===== config.mk =====
export PLATFORM = sky130hd
export DESIGN_NAME = lru_page_buffer_cache
export DESIGN_NICKNAME = d
export VERILOG_FILES = /design/src/hdl/lpbc_pkg.sv /design/src/hdl/lru_page_buffer_cache.sv /design/src/hdl/lpbc_cell.sv
export SDC_FILE = /design/constraint.sdc
export NUM_CORES = 2
export LEC_CHECK = 0
export BUFFER_PORTS_ARGS = -buffer_cell sky130_fd_sc_hd__buf_2
export CAP_MARGIN = 30
export CORE_ASPECT_RATIO = 1.2
export CORE_MARGIN = 5
export CORE_UTILIZATION = 55
export CTS_BUF_LIST = sky130_fd_sc_hd__clkbuf_16
export DETAILED_ROUTE_END_ITERATION = 10
export PLACE_DENSITY = 0.81
export RECOVER_POWER = 50
export SLEW_MARGIN = 20
export SYNTH_ARGS = -nofsm -noshare
export SYNTH_HDL_FRONTEND = slang
export SYNTH_SLANG_ARGS = --single-unit
export TNS_END_PERCENT = 50

===== constraint.sdc =====
create_clock -name clk_i -period 3.45 [get_ports clk_i]
set_input_delay 0.1725 -clock clk_i [delete_from_list [all_inputs] [get_ports clk_i]]
set_output_delay 0.1725 -clock clk_i [all_outputs]
set_load 0.02 [all_outputs]

===== src/hdl/lpbc_pkg.sv =====
package lpbc_pkg;

  localparam int NUM_BUFFERS = 16;
  localparam int SLOT_W      = $clog2(NUM_BUFFERS);
  localparam int TAG_W       = 32;
  localparam int PIN_W       = 3;
  localparam int OP_W        = 2;
  localparam int STATUS_W    = 2;
  localparam int PORT_SLOT_W = 4;

  localparam logic [PIN_W-1:0] PIN_MAX = PIN_W'(7);

  localparam logic [OP_W-1:0] OP_ACQUIRE    = 2'd0;
  localparam logic [OP_W-1:0] OP_RELEASE    = 2'd1;
  localparam logic [OP_W-1:0] OP_MARK_DIRTY = 2'd2;
  localparam logic [OP_W-1:0] OP_INVALIDATE = 2'd3;

  localparam logic [STATUS_W-1:0] ST_OK       = 2'd0;
  localparam logic [STATUS_W-1:0] ST_ALL_PIN  = 2'd1;
  localparam logic [STATUS_W-1:0] ST_UNPINNED = 2'd2;

  typedef struct packed {
    logic [SLOT_W-1:0] slot;
    logic [TAG_W-1:0]  tag;
    logic              valid;
    logic              dirty;
    logic [PIN_W-1:0]  pin;
  } entry_t;

  localparam int ENTRY_W = $bits(entry_t);

  typedef struct packed {
    logic                   cmp_en;
    logic                   upd_en;
    logic                   acq_ok;
    logic [OP_W-1:0]        op;
    logic [TAG_W-1:0]       page;
    logic [PORT_SLOT_W-1:0] slot;
  } cell_cmd_t;

  typedef struct packed {
    logic hit;
    logic free;
    logic sel;
  } cell_flags_t;

  function automatic logic [NUM_BUFFERS-1:0] reverse_bits(input logic [NUM_BUFFERS-1:0] v);
    logic [NUM_BUFFERS-1:0] r;
    for (int i = 0; i < NUM_BUFFERS; i++) begin
      r[i] = v[NUM_BUFFERS-1-i];
    end
    return r;
  endfunction

  function automatic logic [NUM_BUFFERS-1:0] lowest_set(input logic [NUM_BUFFERS-1:0] v);
    return v & (~v + NUM_BUFFERS'(1));
  endfunction

endpackage


===== src/hdl/lru_page_buffer_cache.sv =====
// page buffer cache with most-recent-first ordering and pin counts
// input channel: in_valid_i / in_stall_o with opcode_i, page_index_i and
//   buffer_slot_i; opcodes acquire, release, mark dirty, invalidate all
// output channel: out_valid_o / out_stall_i with status_o, granted_slot_o,
//   hit_o, writeback_o and writeback_page_o; one result per input transfer
// each position of the recency list is a cell; a move to front shifts the
//   cells ahead of the chosen position down by one, all in the update step
// result path: compare in the cells, priority select, then update of the
//   row, which loads the result into the output register
// one item at a time: the input stalls through the compare, select and
//   update steps over the cell row; the next item is taken while a result
//   still waits in the output register
// receiver stall: the update step holds until the output register is free,
//   so the input stays stalled and no state changes
// reset: list holds slots in ascending order, all tags, marks and pin
//   counts cleared, no result pending
module lru_page_buffer_cache (
  input  logic                             clk_i,
  input  logic                             rst_ni,
  input  logic                             in_valid_i,
  output logic                             in_stall_o,
  input  logic [lpbc_pkg::OP_W-1:0]        opcode_i,
  input  logic [lpbc_pkg::TAG_W-1:0]       page_index_i,
  input  logic [lpbc_pkg::PORT_SLOT_W-1:0] buffer_slot_i,
  output logic                             out_valid_o,
  input  logic                             out_stall_i,
  output logic [lpbc_pkg::STATUS_W-1:0]    status_o,
  output logic [lpbc_pkg::PORT_SLOT_W-1:0] granted_slot_o,
  output logic                             hit_o,
  output logic                             writeback_o,
  output logic [lpbc_pkg::TAG_W-1:0]       writeback_page_o
);

  localparam int N = lpbc_pkg::NUM_BUFFERS;

  localparam logic [1:0] S_IDLE = 2'd0;
  localparam logic [1:0] S_CMP  = 2'd1;
  localparam logic [1:0] S_SEL  = 2'd2;
  localparam logic [1:0] S_UPD  = 2'd3;

  logic [1:0] state_q, state_d;

  logic [lpbc_pkg::OP_W-1:0]        op_q;
  logic [lpbc_pkg::TAG_W-1:0]       pg_q;
  logic [lpbc_pkg::PORT_SLOT_W-1:0] slot_q;

  lpbc_pkg::entry_t      chain [N+1];
  lpbc_pkg::cell_flags_t flags [N];
  lpbc_pkg::cell_cmd_t   cmd;

  logic [N-1:0] hit_v, free_v, sel_v;
  logic [N-1:0] hit_oh, free_oh, pos_oh;
  logic [N-1:0] pos_oh_q, shift_mask;
  lpbc_pkg::entry_t chosen, front_d, front_q;
  logic acq_ok_d, acq_ok_q;

  logic [lpbc_pkg::STATUS_W-1:0]    res_status_d, res_status_q;
  logic [lpbc_pkg::PORT_SLOT_W-1:0] res_granted_d, res_granted_q;
  logic                             res_hit_d, res_hit_q;
  logic                             res_wb_d, res_wb_q;
  logic [lpbc_pkg::TAG_W-1:0]       res_wbpage_d, res_wbpage_q;
  logic [lpbc_pkg::SLOT_W+lpbc_pkg::PORT_SLOT_W-1:0] chosen_ext;

  logic out_valid_q;
  logic out_free;
  logic in_xfer;
  logic upd_go;

  assign in_stall_o = (state_q != S_IDLE);
  assign in_xfer    = in_valid_i && !in_stall_o;
  assign out_free   = !out_valid_q || !out_stall_i;
  assign upd_go     = (state_q == S_UPD) && out_free;

  always_comb begin
    state_d = state_q;
    unique case (state_q)
      S_IDLE:  if (in_xfer) state_d = S_CMP;
      S_CMP:   state_d = S_SEL;
      S_SEL:   state_d = S_UPD;
      S_UPD:   if (out_free) state_d = S_IDLE;
      default: state_d = S_IDLE;
    endcase
  end

  assign shift_mask = pos_oh_q | (pos_oh_q - N'(1));

  always_comb begin
    cmd.cmp_en = (state_q == S_CMP);
    cmd.upd_en = upd_go;
    cmd.acq_ok = acq_ok_q;
    cmd.op     = op_q;
    cmd.page   = pg_q;
    cmd.slot   = slot_q;
  end

  assign chain[0] = front_q;

  for (genvar i = 0; i < N; i++) begin : g_cell
    lpbc_cell u_cell (
      .clk_i        (clk_i),
      .rst_ni       (rst_ni),
      .reset_slot_i (lpbc_pkg::SLOT_W'(i)),
      .cmd_i        (cmd),
      .shift_i      (shift_mask[i]),
      .prev_i       (chain[i]),
      .entry_o      (chain[i+1]),
      .flags_o      (flags[i])
    );
    assign hit_v[i]  = flags[i].hit;
    assign free_v[i] = flags[i].free;
    assign sel_v[i]  = flags[i].sel;
  end

  assign hit_oh  = lpbc_pkg::lowest_set(hit_v);
  assign free_oh = lpbc_pkg::reverse_bits(lpbc_pkg::lowest_set(lpbc_pkg::reverse_bits(free_v)));
  assign pos_oh  = (|hit_v) ? hit_oh : free_oh;

  always_comb begin
    chosen = '0;
    for (int i = 0; i < N; i++) begin
      chosen = lpbc_pkg::entry_t'(chosen | (chain[i+1] & {lpbc_pkg::ENTRY_W{pos_oh[i]}}));
    end
  end

  assign chosen_ext = {{lpbc_pkg::PORT_SLOT_W{1'b0}}, chosen.slot};

  always_comb begin
    front_d       = chosen;
    acq_ok_d      = 1'b0;
    res_status_d  = lpbc_pkg::ST_OK;
    res_granted_d = '0;
    res_hit_d     = 1'b0;
    res_wb_d      = 1'b0;
    res_wbpage_d  = '0;
    unique case (op_q)
      lpbc_pkg::OP_ACQUIRE: begin
        if (|hit_v) begin
          acq_ok_d      = 1'b1;
          res_hit_d     = 1'b1;
          res_granted_d = chosen_ext[lpbc_pkg::PORT_SLOT_W-1:0];
          if (chosen.pin != lpbc_pkg::PIN_MAX) begin
            front_d.pin = chosen.pin + lpbc_pkg::PIN_W'(1);
          end
        end else if (|free_v) begin
          acq_ok_d      = 1'b1;
          res_granted_d = chosen_ext[lpbc_pkg::PORT_SLOT_W-1:0];
          res_wb_d      = chosen.dirty;
          res_wbpage_d  = chosen.dirty ? chosen.tag : '0;
          front_d.tag   = pg_q;
          front_d.valid = 1'b1;
          front_d.dirty = 1'b0;
          front_d.pin   = lpbc_pkg::PIN_W'(1);
        end else begin
          res_status_d = lpbc_pkg::ST_ALL_PIN;
        end
      end
      lpbc_pkg::OP_RELEASE: begin
        if (|(sel_v & free_v)) begin
          res_status_d = lpbc_pkg::ST_UNPINNED;
        end
      end
      default: begin
        res_status_d = lpbc_pkg::ST_OK;
      end
    endcase
  end

  always_ff @(posedge clk_i or negedge rst_ni) begin
    if (!rst_ni) begin
      state_q     <= S_IDLE;
      out_valid_q <= 1'b0;
      acq_ok_q    <= 1'b0;
      pos_oh_q    <= '0;
    end else begin
      state_q <= state_d;
      if (state_q == S_SEL) begin
        acq_ok_q <= acq_ok_d;
        pos_oh_q <= acq_ok_d ? pos_oh : '0;
      end
      if (upd_go) begin
        out_valid_q <= 1'b1;
      end else if (!out_stall_i) begin
        out_valid_q <= 1'b0;
      end
    end
  end

  always_ff @(posedge clk_i) begin
    if (in_xfer) begin
      op_q   <= opcode_i;
      pg_q   <= page_index_i;
      slot_q <= buffer_slot_i;
    end
    if (state_q == S_SEL) begin
      front_q       <= front_d;
      res_status_q  <= res_status_d;
      res_granted_q <= res_granted_d;
      res_hit_q     <= res_hit_d;
      res_wb_q      <= res_wb_d;
      res_wbpage_q  <= res_wbpage_d;
    end
    if (upd_go) begin
      status_o         <= res_status_q;
      granted_slot_o   <= res_granted_q;
      hit_o            <= res_hit_q;
      writeback_o      <= res_wb_q;
      writeback_page_o <= res_wbpage_q;
    end
  end

  assign out_valid_o = out_valid_q;

`ifndef SYNTHESIS
  a_cmp_to_sel: assert property (@(posedge clk_i) disable iff (!rst_ni)
    state_q == S_CMP |=> state_q == S_SEL)
    else $error("compare step not followed by select");

  a_accept_starts: assert property (@(posedge clk_i) disable iff (!rst_ni)
    in_xfer |=> state_q == S_CMP)
    else $error("input transfer did not start a compare");

  a_pos_onehot: assert property (@(posedge clk_i) disable iff (!rst_ni)
    $onehot0(pos_oh_q))
    else $error("more than one list position chosen");

  a_slot_unique: assert property (@(posedge clk_i) disable iff (!rst_ni)
    state_q == S_SEL |-> $onehot0(sel_v))
    else $error("buffer slot held by more than one cell");

  a_full_no_grant: assert property (@(posedge clk_i) disable iff (!rst_ni)
    out_valid_o && status_o == lpbc_pkg::ST_ALL_PIN |-> granted_slot_o == '0 && !hit_o)
    else $error("failed acquire reports a grant");
`endif

endmodule


===== src/hdl/lpbc_cell.sv =====
module lpbc_cell (
  input  logic                 clk_i,
  input  logic                 rst_ni,
  input  logic [lpbc_pkg::SLOT_W-1:0] reset_slot_i,
  input  lpbc_pkg::cell_cmd_t  cmd_i,
  input  logic                 shift_i,
  input  lpbc_pkg::entry_t     prev_i,
  output lpbc_pkg::entry_t     entry_o,
  output lpbc_pkg::cell_flags_t flags_o
);

  lpbc_pkg::entry_t      ent_q, ent_d;
  lpbc_pkg::cell_flags_t flags_q, flags_d;
  logic [lpbc_pkg::SLOT_W+lpbc_pkg::PORT_SLOT_W-1:0] own_ext, req_ext;

  assign own_ext = {{lpbc_pkg::PORT_SLOT_W{1'b0}}, ent_q.slot};
  assign req_ext = {{lpbc_pkg::SLOT_W{1'b0}}, cmd_i.slot};

  always_comb begin
    flags_d = flags_q;
    if (cmd_i.cmp_en) begin
      flags_d.hit  = ent_q.valid && (ent_q.tag == cmd_i.page);
      flags_d.free = (ent_q.pin == '0);
      flags_d.sel  = (own_ext == req_ext);
    end
  end

  always_comb begin
    ent_d = ent_q;
    if (cmd_i.upd_en) begin
      unique case (cmd_i.op)
        lpbc_pkg::OP_ACQUIRE: begin
          if (cmd_i.acq_ok && shift_i) begin
            ent_d = prev_i;
          end
        end
        lpbc_pkg::OP_RELEASE: begin
          if (flags_q.sel && !flags_q.free) begin
            ent_d.pin = ent_q.pin - lpbc_pkg::PIN_W'(1);
          end
        end
        lpbc_pkg::OP_MARK_DIRTY: begin
          if (flags_q.sel) begin
            ent_d.dirty = 1'b1;
          end
        end
        lpbc_pkg::OP_INVALIDATE: begin
          ent_d.valid = 1'b0;
        end
        default: begin
          ent_d = ent_q;
        end
      endcase
    end
  end

  always_ff @(posedge clk_i or negedge rst_ni) begin
    if (!rst_ni) begin
      ent_q.slot  <= reset_slot_i;
      ent_q.tag   <= '0;
      ent_q.valid <= 1'b0;
      ent_q.dirty <= 1'b0;
      ent_q.pin   <= '0;
      flags_q     <= '0;
    end else begin
      ent_q   <= ent_d;
      flags_q <= flags_d;
    end
  end

  assign entry_o = ent_q;
  assign flags_o = flags_q;

endmodule


# [Word-level counts from Yosys, hierarchy flattened]
# Cells that the tools add are included.
[op_classes] bitwise_logic=40 muxes=118 eq_ne=90 n_reduce_logical=162 n_addsub=20
[ops] op="41-bit bitwise AND" count=16
[ops] op="41-bit bitwise OR" count=15
[ops] op="32-bit == test" count=16
[ops] op="4-bit AND reduction" count=32
[ops] op="2-bit by 1-bit inequality test with 1-bit output, second input constant" count=49
[ops] op="3-bit case mux with 2 select lines" count=16
[ops] op="3-bit AND reduction" count=32
[ops] op="5-bit two-way mux" count=16
[ops] op="37-bit two-way mux" count=2
[ops] op="4-bit == test" count=16
[ops] op="1-bit case mux with 2 select lines" count=32
[ops] op="3-bit two-way mux" count=18
[ops] op="1-bit logical AND" count=50
[ops] op="16-bit bitwise AND" count=3
[ops] op="3-bit zero test" count=16
[ops] op="16-bit OR reduction" count=3
[ops] op="3-bit by 1-bit subtractor with 3-bit output, second input constant" count=16
[ops] op="34-bit two-way mux" count=1
[ops] op="16-bit by 1-bit adder with 16-bit output, second input constant" count=2
[ops] op="16-bit two-way mux" count=2
[ops] op="16-bit NOT" count=2
[ops] op="1-bit two-way mux" count=24
[ops] op="1-bit zero test" count=19
[ops] op="19-bit OR reduction" count=1
[ops] op="17 further kinds" count=31
[totals] regBits=883 output_inout_bits=42 word_cells=580 input_bits=42

# [Logic depth before layout (Yosys ltp)]
[depth] depth_word=24 depth_mapped=12 mapped_depth_nobuf=8

# [Worst setup path before layout]
# Ideal clock, no wire load.
[synth_path] kind="flip-flop to flip-flop" startpoint="register out_valid_q, in the netlist out_valid_o" endpoint="register g_cell[5].u_cell.ent_q, in the netlist g_cell[5].u_cell.entry_o[10]" period_less_slack_ns=3.326 path_buffers=2 t_arrival_ns=3.201 setup_time_ns=0.125 path_slack_ns=0.124 stages_incl_launch_ff=9 required_time_ns=3.325 path_cell_list="dfrtp_1 -> nand2_1 -> nand2_1 -> inv_1 -> nand3_1 -> clkbuf_1 -> nor2_1 -> clkbuf_1 -> mux2_2"
[synth_lines] element="start, declared" line="lru_page_buffer_cache.sv:64" rtl="logic out_valid_q;"
[synth_lines] element="start signal, assigned" line="lru_page_buffer_cache.sv:171" rtl="out_valid_q <= 1'b0;"
[synth_lines] element="start signal, assigned" line="lru_page_buffer_cache.sv:181" rtl="out_valid_q <= 1'b1;"
[synth_lines] element="start signal, assigned" line="lru_page_buffer_cache.sv:183" rtl="out_valid_q <= 1'b0;"
[synth_lines] element="end signal, assigned" line="lpbc_cell.sv:66" rtl="ent_q <= ent_d;"
[synth_lines] element="end, declared" line="lpbc_cell.sv:12" rtl="lpbc_pkg::entry_t ent_q, ent_d;"

==> impl_metrics.env <==
export IMPL_ys_warn_count=0
export IMPL_syn_instance_count=3941
export IMPL_slowest_delay_ns=0.96
export IMPL_power_frac_seq_pct=43.4
export IMPL_p_int_uw=21000
export IMPL_synth_edf_count=159
export IMPL_cts_tree="yes"
export IMPL_drive_gt1_share_pct=25.4
export IMPL_hold_violations=0
export IMPL_use_met3_pct=11.7
export IMPL_yosysSeqAreaShare_pct=51.1
export IMPL_fillers=6394
export IMPL_max_freq_mhz=290
export IMPL_core_area_um2=80700
export IMPL_via_count=37022
export IMPL_path_clk_slew_ns=0.07
export IMPL_syn_to_final_growth_pct=15.0
export IMPL_arrival_ns=3.84
export IMPL_powerDensity_nw_per_um2=653
export IMPL_crit_family="compound AO/OA/AOI/OAI gates"
export IMPL_netSwitchingFraction_pct=37.9
export IMPL_grt_max_degree=101
export IMPL_syn_area_um2=44900
export IMPL_gr_usage_met1_pct=50.9
export IMPL_whs_ns=0.206
export IMPL_cts_max_level=3
export IMPL_clockBufferDepth=3
export IMPL_min_period_ns=3.45
export IMPL_nets=4232
export IMPL_hold_path_class="in2reg"
export IMPL_drt_total_wl_um=193000
export IMPL_fin_setup_tns_ns=0
export IMPL_clockPowerShare_pct=29.5
export IMPL_cap_viol_max_count=2
export IMPL_cp_max_fo=38
export IMPL_ios=84
export IMPL_grt_remaining_overflow=0
export IMPL_power_switching_uw=12800
export IMPL_grt_pass1_vias=36492
export IMPL_syn_nets=4020
export IMPL_drtIter0Drc=6242
export IMPL_track_usage_pct=43.6
export IMPL_syn_avg_cell_area_um2=11.4
export IMPL_final_instance_count_excl_fill=5279
export IMPL_clock_latency_ns=0.69
export IMPL_clock_sinks=883
export IMPL_dpl_hpwl_um=136000
export IMPL_dieHeight_um=323
export IMPL_placed_cells=5054
export IMPL_finalClockSkew_ns=0.0394
export IMPL_drtAntennaViolNets=0
export IMPL_wire_per_inst_um=36.6
export IMPL_outcome="finished with violations"
export IMPL_worst_path_buf_inv=2
export IMPL_worstPathRequired_ns=3.84
export IMPL_via_per_inst=7.01
export IMPL_ys_ff_latch=883
export IMPL_grt_util_met2_pct=66.6
export IMPL_grt_pass1_wl_um=273000
export IMPL_drc=12
export IMPL_crit_chain="nor3_2, buf_4, a41oi_4, nor2_4, buf_12, a222oi_1, nand3_2, a221oi_2, and3_1, a21oi_1"
export IMPL_critPathKind="reg2reg"
export IMPL_combPwrFrac_pct=27.0
export IMPL_critPathSlowestCell="a222oi_1"
export IMPL_drt_pass1_iter_count=11
export IMPL_synthFlopType="dfrtp_1"
export IMPL_design_area_um2=51700
export IMPL_ir_drop_mv=0.451
export IMPL_setup_violations=0
export IMPL_finalCritPeriodShare_pct=99.9
export IMPL_gp_congestion=1.07
export IMPL_grt_most_used_layer="met2"
export IMPL_root_buffer="clkbuf_16"
export IMPL_timing_final_max_slew_violations=130
export IMPL_synthArstFlopShare_pct=82.0
export IMPL_end_kind="flop"
export IMPL_cts_made_buffers=91
export IMPL_worst_setup_path_start_kind="flop"
export IMPL_die_width_um=271
export IMPL_start_util_pct=55.6
export IMPL_die_area_um2=87500
export IMPL_antenna_found_initial=11
export IMPL_place_area_um2=48300
export IMPL_rsz0062_at_grt="false"
export IMPL_violations="design-rule violations, max-capacitance violations, max-slew violations"
export IMPL_rows=114
export IMPL_synth_cell_type_count=72
export IMPL_p_leak_uw=0.0234
export IMPL_tightest_slew_ns=3.16
export IMPL_portBuffers=83
export IMPL_max_slew_margin_rel_pct=-111
## state kept, by name, indices dropped and copies added (netlist names)
name	flops
g_cell.u_cell.entry_o	656
g_cell.u_cell.flags_o	48
chain	41
pg_q	32
res_wbpage_q	32
writeback_page_o	32
pos_oh_q	16
granted_slot_o	4
res_granted_q	4
slot_q	4
op_q	2
res_status_q	2
state_q	2
status_o	2
acq_ok_q	1
hit_o	1
out_valid_o	1
res_hit_q	1
res_wb_q	1
writeback_o	1
## cell type report
| class | instances | area, um^2 | share of cell area (%) |
|---|---|---|---|
| diodes | 7 | 17.5 | 0.0339 |
| flip-flops and latches | 883 | 22900 | 44.4 |
| clock buffers | 95 | 2380 | 4.60 |
| clock inverters | 73 | 564 | 1.09 |
| repair buffers | 373 | 3080 | 5.96 |
| inverters | 113 | 424 | 0.821 |
| well taps | 1044 | 1310 | 2.53 |
| multi-input cells | 2691 | 20900 | 40.6 |
## per-layer routing
layer | wire (um) | vias up
met4 | 23100 | 4
met1 | 63700 | 18336
met2 | 84600 | 2955
met5 | 33 | -
met3 | 21800 | 997
li1 | - | 14730
## path summary, 6_finish.rpt
check                                                end                    startpoint  cells after the start  slack [ns]
min in group asynchronous   g_cell[8].u_cell.entry_o[38]                        rst_ni                      2        1.09
min                                             pg_q[20]              page_index_i[20]                      2        0.21
min reg2reg                                        hit_o                     res_hit_q                      0        0.42
max reg2reg                                   chain[686]  g_cell[14].u_cell.flags_o[1]                     10       0.003
max in group asynchronous  g_cell[15].u_cell.entry_o[29]                        rst_ni                      3        0.37
max                                           chain[686]  g_cell[14].u_cell.flags_o[1]                     10       0.003
## worst reg2reg max path, stage by stage, from the launching register on
cell	delay, ns
dfrtp_2	0.45
nor3_2	0.11
buf_4	0.15
a41oi_4	0.24
nor2_4	0.07
buf_12	0.18
a222oi_1	1.00
nand3_2	0.40
a221oi_2	0.30
and3_1	0.22
a21oi_1	0.07
## power groups by stage
stage                     Sequential (uW)  Combinational [uW]  Clock [uW]
after floorplan                     13700                4790           0
after global placement              14700                8460           0
after detailed placement            14700                8620           0
after CTS                           14500                8710        9980
after global routing                14700                9430       10400
final                               14600                9110        9960
## repair_timing
item | 4_1_cts | 5_1_grt
buffers inserted | 0 | 5
hold buffers | 41 | 0
resized for setup | 1 | 20
hold endpoints to repair | 107 | 0
setup endpoints to repair | 15 | 45
pin swaps | 0 | 3
## metrics by stage
| stage | power, uW | worst slack, ns | util, % |
|---|---|---|---|
| global route | 34500 | 0.00666 | 64.0 |
| finish | 33700 | 0.00266 | 64.0 |
| floorplan | 18500 | 0.124 | - |
| detailed placement | 23300 | 0.0108 | 59.8 |
| CTS | 33200 | 0.00339 | 64.0 |
| global placement | 23100 | 0.00600 | 59.8 |
## synth_stat cells (19+ instances only)
library cell | instances | share of area, %
a21oi_1 | 88 | 0.98
nor4_1 | 112 | 1.6
nand4_1 | 99 | 1.4
o21ai_0 | 142 | 1.6
and3_1 | 31 | 0.43
dfrtp_1 | 692 | 39
nor2_2 | 20 | 0.28
nor3_1 | 46 | 0.51
xnor2_1 | 217 | 4.2
buf_1 | 19 | 0.16
a221oi_1 | 26 | 0.51
dfstp_2 | 32 | 1.9
clkbuf_1 | 218 | 1.8
or3_1 | 19 | 0.26
a222oi_1 | 116 | 2.6
nand3_1 | 96 | 1.1
inv_1 | 112 | 0.94
nor2_1 | 120 | 1.0
edfxtp_1 | 159 | 11
xor2_1 | 355 | 6.9
ha_1 | 37 | 1.0
a22oi_1 | 92 | 1.5
mux2_2 | 552 | 14
nand2_1 | 345 | 2.9
## cell families (layout without fill, tap and decap cells)
family / count (synthesis) / in the layout / share of synthesized area, %
and+or+nand+nor: 952 / 952 / 10.6
DFF: 883 / 883 / 51.1
AOI/OAI and AO/OA: 577 / 577 / 9.16
xor gates and xnor gates: 572 / 572 / 11.2
muxes: 553 / 553 / 13.9
buffers and inverters: 367 / 654 / 3.16
adders and majority gates: 37 / 37 / 1.03
other: 0 / 7 / 0
## layout by cell type, fill, tap and decap left out, types with 11 or more instances in the layout
master	instances
dfrtp_1	687
mux2_2	552
xor2_1	354
nand2_1	340
xnor2_1	216
buf_4	179
edfxtp_1	159
o21ai_0	142
inv_1	127
a222oi_1	116
nor2_1	113
nor4_1	110
nand4_1	99
clkbuf_16	95
nand3_1	93
a22oi_1	92
a21oi_1	85
clkbuf_1	62
nor3_1	45
dlygate4sd3_1	41
buf_12	40
buf_2	39
ha_1	37
dfstp_2	32
and3_1	31
a221oi_1	25
nor2_2	20
clkinv_1	19
clkinv_2	19
or3_1	18
nor2b_1	15
o31ai_1	13
a31oi_1	11
No activity file was read; power rests on OpenSTA's default activity.
